$ cat src/design/psa_pkg.sv
// shared types and constants of the path segment assembler
package psa_pkg;

   localparam int COORD_WIDTH = 32;
   localparam int QUEUE_DEPTH = 3;
   localparam int QUEUE_CNT_W = $clog2(QUEUE_DEPTH + 1);
   localparam int QUEUE_IDX_W = $clog2(QUEUE_DEPTH);

   localparam logic [1:0] KIND_ON_CURVE = 2'd0;
   localparam logic [1:0] KIND_CTRL_A   = 2'd1;
   localparam logic [1:0] KIND_CTRL_B   = 2'd2;

   localparam logic [1:0] SEG_LINE  = 2'd0;
   localparam logic [1:0] SEG_QUAD  = 2'd1;
   localparam logic [1:0] SEG_CUBIC = 2'd2;

   localparam logic [1:0] STAGE_IDLE   = 2'd0;
   localparam logic [1:0] STAGE_START  = 2'd1;
   localparam logic [1:0] STAGE_CTRL_A = 2'd2;
   localparam logic [1:0] STAGE_CTRL_B = 2'd3;

   localparam logic [1:0] TALLY_MAX = 2'd2;

   typedef struct packed {
      logic signed [COORD_WIDTH-1:0] coord_x;
      logic signed [COORD_WIDTH-1:0] coord_y;
      logic [1:0]                    point_kind;
      logic                          path_closed;
      logic                          end_of_path;
   } req_type;

   typedef struct packed {
      logic [1:0]                    seg_kind;
      logic signed [COORD_WIDTH-1:0] from_x;
      logic signed [COORD_WIDTH-1:0] from_y;
      logic signed [COORD_WIDTH-1:0] ctrl_a_x;
      logic signed [COORD_WIDTH-1:0] ctrl_a_y;
      logic signed [COORD_WIDTH-1:0] ctrl_b_x;
      logic signed [COORD_WIDTH-1:0] ctrl_b_y;
      logic signed [COORD_WIDTH-1:0] to_x;
      logic signed [COORD_WIDTH-1:0] to_y;
      logic                          closing_line;
      logic                          last_result;
   } rsp_type;

   typedef struct packed {
      logic signed [COORD_WIDTH-1:0] start_x;
      logic signed [COORD_WIDTH-1:0] start_y;
      logic signed [COORD_WIDTH-1:0] pend_a_x;
      logic signed [COORD_WIDTH-1:0] pend_a_y;
      logic signed [COORD_WIDTH-1:0] pend_b_x;
      logic signed [COORD_WIDTH-1:0] pend_b_y;
      logic signed [COORD_WIDTH-1:0] first_x;
      logic signed [COORD_WIDTH-1:0] first_y;
      logic [1:0]                    segment_stage;
      logic [1:0]                    point_tally;
      logic                          path_stopped;
   } state_type;

   // results produced by one request, in delivery order
   typedef struct packed {
      logic [1:0] num;
      rsp_type    res_a;
      rsp_type    res_b;
   } build_type;

endpackage

$ cat src/design/psa_seg_unit.sv
// segment building logic: next path state and results for one request
module psa_seg_unit (
   input  psa_pkg::state_type state_cur,
   input  psa_pkg::req_type   req,
   input  logic               force_close,
   output psa_pkg::state_type state_nxt,
   output psa_pkg::build_type build
);

   psa_pkg::state_type nxt;
   psa_pkg::rsp_type   seg;
   psa_pkg::rsp_type   close_res;
   logic               seg_hit;
   logic               close_hit;

   always_comb begin
      nxt     = state_cur;
      seg_hit = 1'b0;
      seg     = '0;
      if (!state_cur.path_stopped) begin
         if (state_cur.point_tally < psa_pkg::TALLY_MAX) begin
            nxt.point_tally = state_cur.point_tally + 2'd1;
         end
         seg.from_x = state_cur.start_x;
         seg.from_y = state_cur.start_y;
         seg.to_x   = req.coord_x;
         seg.to_y   = req.coord_y;
         case (state_cur.segment_stage)
            psa_pkg::STAGE_IDLE: begin
               if (req.point_kind == psa_pkg::KIND_ON_CURVE) begin
                  nxt.first_x       = req.coord_x;
                  nxt.first_y       = req.coord_y;
                  nxt.start_x       = req.coord_x;
                  nxt.start_y       = req.coord_y;
                  nxt.segment_stage = psa_pkg::STAGE_START;
               end else begin
                  nxt.path_stopped = 1'b1;
               end
            end
            psa_pkg::STAGE_START: begin
               if (req.point_kind == psa_pkg::KIND_ON_CURVE) begin
                  seg_hit      = 1'b1;
                  seg.seg_kind = psa_pkg::SEG_LINE;
                  nxt.start_x  = req.coord_x;
                  nxt.start_y  = req.coord_y;
               end else if (req.point_kind == psa_pkg::KIND_CTRL_A) begin
                  nxt.pend_a_x      = req.coord_x;
                  nxt.pend_a_y      = req.coord_y;
                  nxt.segment_stage = psa_pkg::STAGE_CTRL_A;
               end else begin
                  nxt.path_stopped = 1'b1;
               end
            end
            psa_pkg::STAGE_CTRL_A: begin
               if (req.point_kind == psa_pkg::KIND_ON_CURVE) begin
                  seg_hit           = 1'b1;
                  seg.seg_kind      = psa_pkg::SEG_QUAD;
                  seg.ctrl_a_x      = state_cur.pend_a_x;
                  seg.ctrl_a_y      = state_cur.pend_a_y;
                  nxt.start_x       = req.coord_x;
                  nxt.start_y       = req.coord_y;
                  nxt.segment_stage = psa_pkg::STAGE_START;
               end else if (req.point_kind == psa_pkg::KIND_CTRL_B) begin
                  nxt.pend_b_x      = req.coord_x;
                  nxt.pend_b_y      = req.coord_y;
                  nxt.segment_stage = psa_pkg::STAGE_CTRL_B;
               end else begin
                  nxt.path_stopped = 1'b1;
               end
            end
            default: begin
               if (req.point_kind == psa_pkg::KIND_ON_CURVE) begin
                  seg_hit           = 1'b1;
                  seg.seg_kind      = psa_pkg::SEG_CUBIC;
                  seg.ctrl_a_x      = state_cur.pend_a_x;
                  seg.ctrl_a_y      = state_cur.pend_a_y;
                  seg.ctrl_b_x      = state_cur.pend_b_x;
                  seg.ctrl_b_y      = state_cur.pend_b_y;
                  nxt.start_x       = req.coord_x;
                  nxt.start_y       = req.coord_y;
                  nxt.segment_stage = psa_pkg::STAGE_START;
               end else begin
                  nxt.path_stopped = 1'b1;
               end
            end
         endcase
      end

      // closing line looks at the state after this point is taken in
      close_res              = '0;
      close_res.seg_kind     = psa_pkg::SEG_LINE;
      close_res.from_x       = nxt.start_x;
      close_res.from_y       = nxt.start_y;
      close_res.to_x         = nxt.first_x;
      close_res.to_y         = nxt.first_y;
      close_res.closing_line = 1'b1;
      close_res.last_result  = 1'b1;
      close_hit = req.end_of_path && !nxt.path_stopped &&
                  (nxt.segment_stage == psa_pkg::STAGE_START) &&
                  (nxt.point_tally == psa_pkg::TALLY_MAX) &&
                  (req.path_closed || force_close);

      seg.last_result = !close_hit;

      build = '0;
      if (seg_hit) begin
         build.res_a = seg;
         build.res_b = close_res;
         build.num   = close_hit ? 2'd2 : 2'd1;
      end else begin
         build.res_a = close_res;
         build.num   = close_hit ? 2'd1 : 2'd0;
      end

      state_nxt = req.end_of_path ? psa_pkg::state_type'('0) : nxt;
   end

endmodule

$ cat src/design/psa_rsp_queue.sv
// small result queue: takes up to two results a cycle, delivers one
module psa_rsp_queue (
   input  logic                           clock,
   input  logic                           reset,
   input  psa_pkg::build_type             push,
   input  logic                           pop,
   output logic                           head_valid,
   output psa_pkg::rsp_type               head,
   output logic [psa_pkg::QUEUE_CNT_W-1:0] fill
);

   psa_pkg::rsp_type                entry_ff [psa_pkg::QUEUE_DEPTH];
   psa_pkg::rsp_type                entry_in [psa_pkg::QUEUE_DEPTH];
   logic [psa_pkg::QUEUE_CNT_W-1:0] count_ff;
   logic [psa_pkg::QUEUE_CNT_W-1:0] count_in;
   logic [psa_pkg::QUEUE_CNT_W-1:0] base;
   logic [psa_pkg::QUEUE_CNT_W-1:0] base_b;

   always_comb begin
      base     = count_ff - psa_pkg::QUEUE_CNT_W'(pop);
      base_b   = base + psa_pkg::QUEUE_CNT_W'(1);
      count_in = base + psa_pkg::QUEUE_CNT_W'(push.num);
      for (int i = 0; i < psa_pkg::QUEUE_DEPTH; i++) begin
         // shift towards the head on a pop
         if (pop && (i < psa_pkg::QUEUE_DEPTH - 1)) begin
            entry_in[i] = entry_ff[(i + 1) % psa_pkg::QUEUE_DEPTH];
         end else begin
            entry_in[i] = entry_ff[i];
         end
         if ((push.num != 2'd0) && (base == psa_pkg::QUEUE_CNT_W'(i))) begin
            entry_in[i] = push.res_a;
         end
         if ((push.num == 2'd2) && (base_b == psa_pkg::QUEUE_CNT_W'(i))) begin
            entry_in[i] = push.res_b;
         end
      end
   end

   always_ff @(posedge clock) begin
      if (reset) begin
         count_ff <= '0;
      end else begin
         count_ff <= count_in;
      end
   end

   always_ff @(posedge clock) begin
      for (int i = 0; i < psa_pkg::QUEUE_DEPTH; i++) begin
         entry_ff[i] <= entry_in[i];
      end
   end

   assign head_valid = (count_ff != '0);
   assign head       = entry_ff[psa_pkg::QUEUE_IDX_W'(0)];
   assign fill       = count_ff;

endmodule

$ cat src/design/path_segment_assembler_core.sv
// Path segment assembler: groups a stream of tagged path points into line,
// quadratic and cubic segments, with an optional closing line per path.
// One point is accepted per clock cycle while req_stall is low. Segment
// building is a single registered pass from the point and the held path
// state into a three-entry result queue; a point that finishes a segment
// and also closes the path places two results there, and req_stall rises
// while the queue holds two or more results. With rsp_stall low and at
// most one result per point, points flow every cycle and rsp_valid rises in
// the cycle after acceptance. The user writes force_close through csr_wr_en
// and csr_wr_data while the block is idle; the block does not enforce it.
module path_segment_assembler_core (
   input  logic             clock,
   input  logic             reset,
   input  logic             req_valid,
   output logic             req_stall,
   input  psa_pkg::req_type req_data,
   output logic             rsp_valid,
   input  logic             rsp_stall,
   output psa_pkg::rsp_type rsp_data,
   input  logic             csr_wr_en,
   input  logic             csr_wr_data
);

   psa_pkg::state_type              state_ff;
   psa_pkg::state_type              state_in;
   psa_pkg::state_type              state_calc;
   psa_pkg::build_type              build;
   psa_pkg::build_type              push;
   logic                            force_close_ff;
   logic                            req_accept;
   logic                            rsp_pop;
   logic [psa_pkg::QUEUE_CNT_W-1:0] fill;

   psa_seg_unit u_seg (
      .state_cur   (state_ff),
      .req         (req_data),
      .force_close (force_close_ff),
      .state_nxt   (state_calc),
      .build       (build)
   );

   // room for two new results is kept whenever a request may be taken
   assign req_stall  = (fill > psa_pkg::QUEUE_CNT_W'(1));
   assign req_accept = req_valid && !req_stall;
   assign rsp_pop    = rsp_valid && !rsp_stall;

   always_comb begin
      push     = build;
      state_in = state_ff;
      if (req_accept) begin
         state_in = state_calc;
      end else begin
         push.num = 2'd0;
      end
   end

   psa_rsp_queue u_queue (
      .clock      (clock),
      .reset      (reset),
      .push       (push),
      .pop        (rsp_pop),
      .head_valid (rsp_valid),
      .head       (rsp_data),
      .fill       (fill)
   );

   always_ff @(posedge clock) begin
      if (reset) begin
         state_ff       <= '0;
         force_close_ff <= 1'b0;
      end else begin
         state_ff <= state_in;
         if (csr_wr_en) begin
            force_close_ff <= csr_wr_data;
         end
      end
   end

`ifndef ASSERT_OFF
   a_stall_needs_results: assert property (@(posedge clock) disable iff (reset)
      req_stall |-> rsp_valid)
      else $error("request stalled with no result queued");

   a_path_end_clears: assert property (@(posedge clock) disable iff (reset)
      req_accept && req_data.end_of_path |=>
         (state_ff.segment_stage == psa_pkg::STAGE_IDLE) &&
         !state_ff.path_stopped && (state_ff.point_tally == 2'd0))
      else $error("path state not cleared after end of path");

   a_tally_saturates: assert property (@(posedge clock) disable iff (reset)
      state_ff.point_tally <= psa_pkg::TALLY_MAX)
      else $error("point tally above saturation");

   a_no_work_when_stopped: assert property (@(posedge clock) disable iff (reset)
      req_accept && state_ff.path_stopped && !req_data.end_of_path |=>
         state_ff.path_stopped && $stable(state_ff.segment_stage))
      else $error("stopped path changed state");
`endif

endmodule
$ cat config.mk
export PLATFORM = sky130hd
export DESIGN_NAME = path_segment_assembler_core
export DESIGN_NICKNAME = d
export VERILOG_FILES = /design/src/design/psa_pkg.sv /design/src/design/psa_seg_unit.sv /design/src/design/psa_rsp_queue.sv /design/src/design/path_segment_assembler_core.sv
export SDC_FILE = /design/constraint.sdc
export NUM_CORES = 2
export LEC_CHECK = 0
export BUFFER_PORTS_ARGS = -buffer_cell sky130_fd_sc_hd__buf_4
export CORE_AREA = 10 10 320 291
export DETAILED_ROUTE_END_ITERATION = 10
export DIE_AREA = 0 0 330 301
export PLACE_DENSITY = 0.76
export SYNTH_ARGS = -nofsm -noshare
export SYNTH_HDL_FRONTEND = slang
export SYNTH_SLANG_ARGS = --single-unit
$ cat constraint.sdc
create_clock -name clock -period 13.8 [get_ports clock]
set_input_delay 1.38 -clock clock [delete_from_list [all_inputs] [get_ports clock]]
set_output_delay 1.38 -clock clock [all_outputs]
set_load 0.05 [all_outputs]
# [Word level (Yosys, flattened, before mapping)]
# Memory sizes are Yosys's and may differ from the RTL's.
# Index checks and enable logic that the tools add are counted.
[classes] n_mux=48 shift=0 addsub=4 n_lt_le_gt_ge=2 n_reduce_logical=31 div=0 eq_ne=14 n_mul=0 n_bitwise=0
[ops] op="two-way mux 260 bit" count=8
[ops] op="two-way mux 64 bit" count=10
[ops] op="two-way mux 261 bit" count=2
[ops] op="two-way mux 258 bit" count=2
[ops] op="two-way mux 262 bit" count=1
[ops] op="two-way mux 128 bit" count=1
[ops] op="case mux 64 bit (2 select lines)" count=1
[ops] op="two-way mux 66 bit" count=1
[ops] op="two-way mux 2 bit" count=9
[ops] op="== test 2 bit (second input constant)" count=6
[ops] op="logical AND 1 bit" count=12
[ops] op="nonzero test 2 bit" count=6
[ops] op="== test 2 x 1 -> 1 bit (second input constant)" count=5
[ops] op="two-way mux 1 bit" count=10
[ops] op="AND reduction 5 bit" count=2
[ops] op="zero test 2 bit" count=4
[ops] op="case mux 2 bit (3 select lines)" count=1
[ops] op="adder 2 x 1 -> 2 bit (second input constant)" count=2
[ops] op="zero test 1 bit" count=4
[ops] op="!= test 2 bit (second input constant)" count=2
[ops] op="case mux 2 bit (2 select lines)" count=1
[ops] op="!= test 3 bit (second input constant)" count=1
[ops] op="OR reduction 3 bit" count=1
[ops] op="adder 2 bit" count=1
[ops] op="other kinds (6)" count=6
[totals] latch_bits=0 mem_bits_rw=780 out_inout_bits=262 register_bits=264 mem_count=1 in_bits=74 rom_bits=0
[memory_table] name="u_queue.entry_ff" depth=3 word_bits=260 rd=3 rd_ports_with_merged_regs=0 write_ports=3 line_no="psa_rsp_queue.sv:12" text="psa_pkg::rsp_type entry_ff [psa_pkg::QUEUE_DEPTH];"

# [Depth between registers and ports, before layout]
[logic_depth] word_depth=17 ltp_mapped=16 ltp_nobuf=12

# [By module]
# Synthesis repeated with hierarchy kept, for this count alone.
[unflattened] cells_unflattened=6088 area_unflattened_um2=61695.4
[modules_own_cells] mod="psa_rsp_queue" cells_per_inst=3287 area_per_inst_um2=41504.8 instances=1
[modules_own_cells] mod="path_segment_assembler_core" cells_per_inst=1197 area_per_inst_um2=12360.6 instances=1
[modules_own_cells] mod="psa_seg_unit" cells_per_inst=1604 area_per_inst_um2=7830.0 instances=1

# [Least setup slack after synthesis]
# OpenSTA, ideal clock, no wires.
[synth_path] path_type="input to register" startpoint="in req_data[2] (netlist bit)" endpoint="mem u_queue.entry_ff[0][260] (netlist bit) (enable)" slack_ns=5.509 setup_time_ns=1.448 path_stages=12 path_buffers=6 t_required_ns=12.352 arrival_ns=6.844 cell_sequence="or4_1 -> buf_2 -> inv_4 -> buf_2 -> buf_1 -> ha_1 -> nor2_1 -> or3_1 -> buf_2 -> clkbuf_1 -> buf_2 -> nand3_1"
[synth_lines] item="start: declaration" line_no="path_segment_assembler_core.sv:16" text="input psa_pkg::req_type req_data,"
[synth_lines] item="end: declaration" line_no="psa_rsp_queue.sv:12"

==> impl_results.md <==
- Status: finished, final reports clean
- Drt initial violations: 4882
- Compound-Gate Fraction of Synth Area: 22.4%
- Cell Count, Final, Fillers Out: 5669
- Avg WL per Cell: 25.8 µm
- CTS Hold Buffers Added: 0
- Max VDD drop: 0.167 mV
- Number of standard-cell rows in the floorplan: 102
- Largest clock skew in the final design: 30.8 ps
- Clk pwr share: 30.4%
- Flop and latch count out of synthesis: 1044
- Total of max-cap violations: 0
- P_sw: 3330 µW
- RSZ-0062 raised after global routing: no
- Global-route wire length before repair: 220000 µm
- Reg2Reg Launch Point: state_ff[3]
- Mapped Area: 0.0471 mm²
- Final worst-path cycle share: 43.8%
- Transition time of the tightest slew-check pin: 1210 ps
- Part of the Yosys area used for sequential elements: 52.6%
- Adder-cell share of the synthesized area: 0.212%
- Path category of the worst min-delay check: flip-flop to flip-flop
- WP buf/inv: 3
- Count of buffers added by post-CTS timing repair for setup: 0
- Ratio of total power to cell area: 186 mW/mm²
- Start point of the worst min-delay path: u_queue.entry_ff[0][703]
- Most frequent cell on the critical path: ha_1
- Synth async-reset ratio: 0%
- Top FF cell, synth: dfxtp_1
- Number of flops mapped to enable cells by yosys: 390
- Arrival time worst endpoint: 6600 ps
- Worst-Skew Late Latency: 690 ps
- Proportion of synthesized area in mux cells: 8.54%
- Post-synthesis share of cell area spent on and, or, nand and nor gates: 7.83%
- Logic gate share of total power: 27.0%
- Leakage power total: 0.0205 µW
- Setup violation total in the final timing report: 0
- Area inside the core boundary: 0.0859 mm²
- Syn Nets: 4736
- Cell family contributing the most delay on the critical path: simple AND/OR/NAND/NOR gates
- Vias in the first global route: 34860
- Sort of element at the start of the critical path: flip-flop
- Maximum number of buffers from clock root to sink: 3
- Final critical-path required period: 6040 ps
- Area of the die: 0.0993 mm²
- Launch point of the critical path: state_ff[3]
- Distinct cells, synth: 60
- Number of instances in the placed design: 5471
- Critical path cell sequence: inv_1 > ha_1 > a221oi_1 > o21ai_0 > a211o_1 > nor4b_1 > ha_1 > nor2_1 > or3_4 > buf_4 > buf_12 > a21oi_1 > a211oi_1
- Total global-route track usage: 28.2%
- Number of detailed-route iterations in the first pass: 6
- Switching share of power: 34.9%
- Count of antenna-violating nets left after detailed routing: 0
- Area growth from synthesis to layout: 9.01%
- Last weighted congestion value of the routability-driven placer: 0.832
- Initial antenna violation count: 2
- Max Fclk: 166 MHz
- Endpoint class of the critical path: flip-flop
- Floorplan die width: 330 µm
- Net count of the finished layout: 4515
- Critical path class: flip-flop to flip-flop
- Internal power consumption: 6210 µW
- Total CTS buffers: 104
- Max-slew headroom: 19.2%
- Clock transition at the registers of the reported paths: 60 ps
- # port buffers: 335
- Maximum number of pins on one net before global-route repair: 214
- Instance count of the mapped netlist: 4654
- Y dimension of the die: 301 µm
- Highest fanout seen on the critical path: 207
- Mean Syn Cell Area: 10.1 µm²
- Flop pwr share: 42.6%
- Vias: 36952
- Via density per instance: 6.52
- Dominant combinational cell family by area after synthesis: compound AO/OA/AOI/OAI gates
- Number of gates given a new drive strength after cts: 0
- Post-synthesis xor/xnor area fraction: 0.0372%
- Setup total negative slack: 0 ps
- Total gr overflow: 0
- Final HPWL DP: 84300 µm
- Total Routed Length: 147000 µm
- TritonCTS Sinks: 1044
- Max-slew violations: 0
- Final worst slack: 7760 ps
- Root buffer selected by CTS: clkbuf_16
- Clock tree from TritonCTS: built
- Delay of the slowest critical-path stage: 810 ps
- CTS H-Tree Depth: 3
- Share of layout cells above drive strength 1: 18.0%
- Top-Level Pins: 336
- Number of failing hold endpoints at the final stage: 0
- Total of warnings raised by yosys: 0
- Standard cell with the maximum stage delay on the critical path: buf_4
- Required arrival time at the worst endpoint: 14360 ps
- Post-Place Worst Slack: 7300 ps
- Number of remaining DRC errors: 0
- Initial cell density of the core: 54.9%
-- state kept, by name (all words and copies together), names as in the netlist --
register,flops
u_queue.entry_ff,780
state_ff,261
force_close_ff,1
u_queue.fill,2
-- final timing paths --
path	end	slack, ps	depth (start not counted)
setup / recovery	u_queue.entry_ff[0][165]	7760	13
hold / removal	u_queue.entry_ff[0][703]	460	1
setup reg to reg	u_queue.entry_ff[0][165]	7760	13
hold reg to reg	u_queue.entry_ff[0][703]	460	1
-- cell families (layout without fill, tap and decap cells) --
logic type / Yosys count / after routing
buffers and inverters: 725 / 594
DFF: 1044 / 1044
adders and majority gates: 8 / 8
xor gates and xnor gates: 2 / 2
AOI/OAI and AO/OA: 1585 / 1585
and+or+nand+nor: 904 / 904
muxes: 386 / 386
other: 0 / 2
-- power by group through the flow --
stage	clock network [µW]	registers, µW	logic, µW
after detailed placement	0	4110	2580
after floorplan	0	3950	2170
after global placement	0	4110	2550
after global routing	3040	4100	2700
final	2900	4060	2580
after CTS	2920	4060	2580
-- cell usage after synthesis, types with 4 or more instances --
cell | n | share of area (%)
o21ai_1 | 4 | 0.042
a211oi_2 | 93 | 2.5
and2_1 | 6 | 0.080
dfxtp_1 | 654 | 28
mux2_2 | 128 | 3.1
buf_2 | 84 | 0.89
o22ai_1 | 256 | 3.4
a21oi_1 | 393 | 4.2
a22o_1 | 128 | 2.4
buf_1 | 23 | 0.18
nor2_1 | 400 | 3.2
edfxtp_1 | 390 | 25
ha_1 | 8 | 0.21
or3_1 | 6 | 0.080
clkbuf_1 | 328 | 2.6
o21ai_0 | 327 | 3.5
a22oi_1 | 130 | 2.1
a211oi_1 | 169 | 2.7
buf_6 | 14 | 0.33
buf_4 | 263 | 4.2
nor3_1 | 6 | 0.064
inv_1 | 9 | 0.072
nand3_1 | 134 | 1.4
mux2i_1 | 258 | 5.5
nand2_1 | 326 | 2.6
a32o_1 | 64 | 1.4
-- cell usage in the layout (no fill, tap or decap), drive strengths merged, types with 3 or more instances in the layout --
| master | netlist | routed |
|---|---|---|
| a21oi | 393 | 393 |
| or3 | 6 | 6 |
| a211oi | 262 | 262 |
| o31ai | 3 | 3 |
| ha | 8 | 8 |
| nor4 | 3 | 3 |
| nor2b | 3 | 3 |
| o22ai | 256 | 256 |
| nand2b | 3 | 3 |
| buf | 385 | 387 |
| a32o | 64 | 64 |
| nand2 | 326 | 326 |
| and2 | 6 | 6 |
| nand3 | 134 | 134 |
| dfxtp | 654 | 654 |
| mux2 | 128 | 128 |
| a22oi | 130 | 130 |
| nor2 | 401 | 401 |
| edfxtp | 390 | 390 |
| clkinv | 1 | 33 |
| o21ai | 331 | 331 |
| clkbuf | 329 | 156 |
| nor3 | 7 | 7 |
| a22o | 128 | 128 |
| inv | 10 | 12 |
| mux2i | 258 | 258 |
| nand3b | 3 | 3 |
| bufinv | 0 | 4 |
-- per-layer routing --
metal / up-vias / share of wire, % / track usage [%]
met5: - / 0 / 0
met1: 17973 / 41 / 38.2
met3: 328 / 9.5 / 5.24
met4: 0 / 5.5 / 14.8
li1: 16512 / - / -
met2: 2139 / 44 / 42.5
-- layout make-up --
type | instances | area [µm²]
Timing Repair Buffer | 387 | 2980
Multi-Input combinational cell | 2885 | 18600
Clock buffer | 156 | 3170
Antenna cell | 2 | 5.00
Tap cell | 1144 | 1430
Sequential cell | 1044 | 24800
Clock inverter | 40 | 355
Fill cell | 6951 | 34500
Inverter | 11 | 48.8
-- metrics by stage --
step                total power (µW)  hold slack (ps)  cell area, µm²  util, %
floorplan                       6120              426           47100        -
global placement                6660              434           47800     55.7
detailed placement              6690              439           47800     55.7
CTS                             9560              462           51400     59.8
global route                    9840              476           51400     59.8
finish                          9540              464           51400     59.8
No activity file was read; power rests on OpenSTA's default activity.
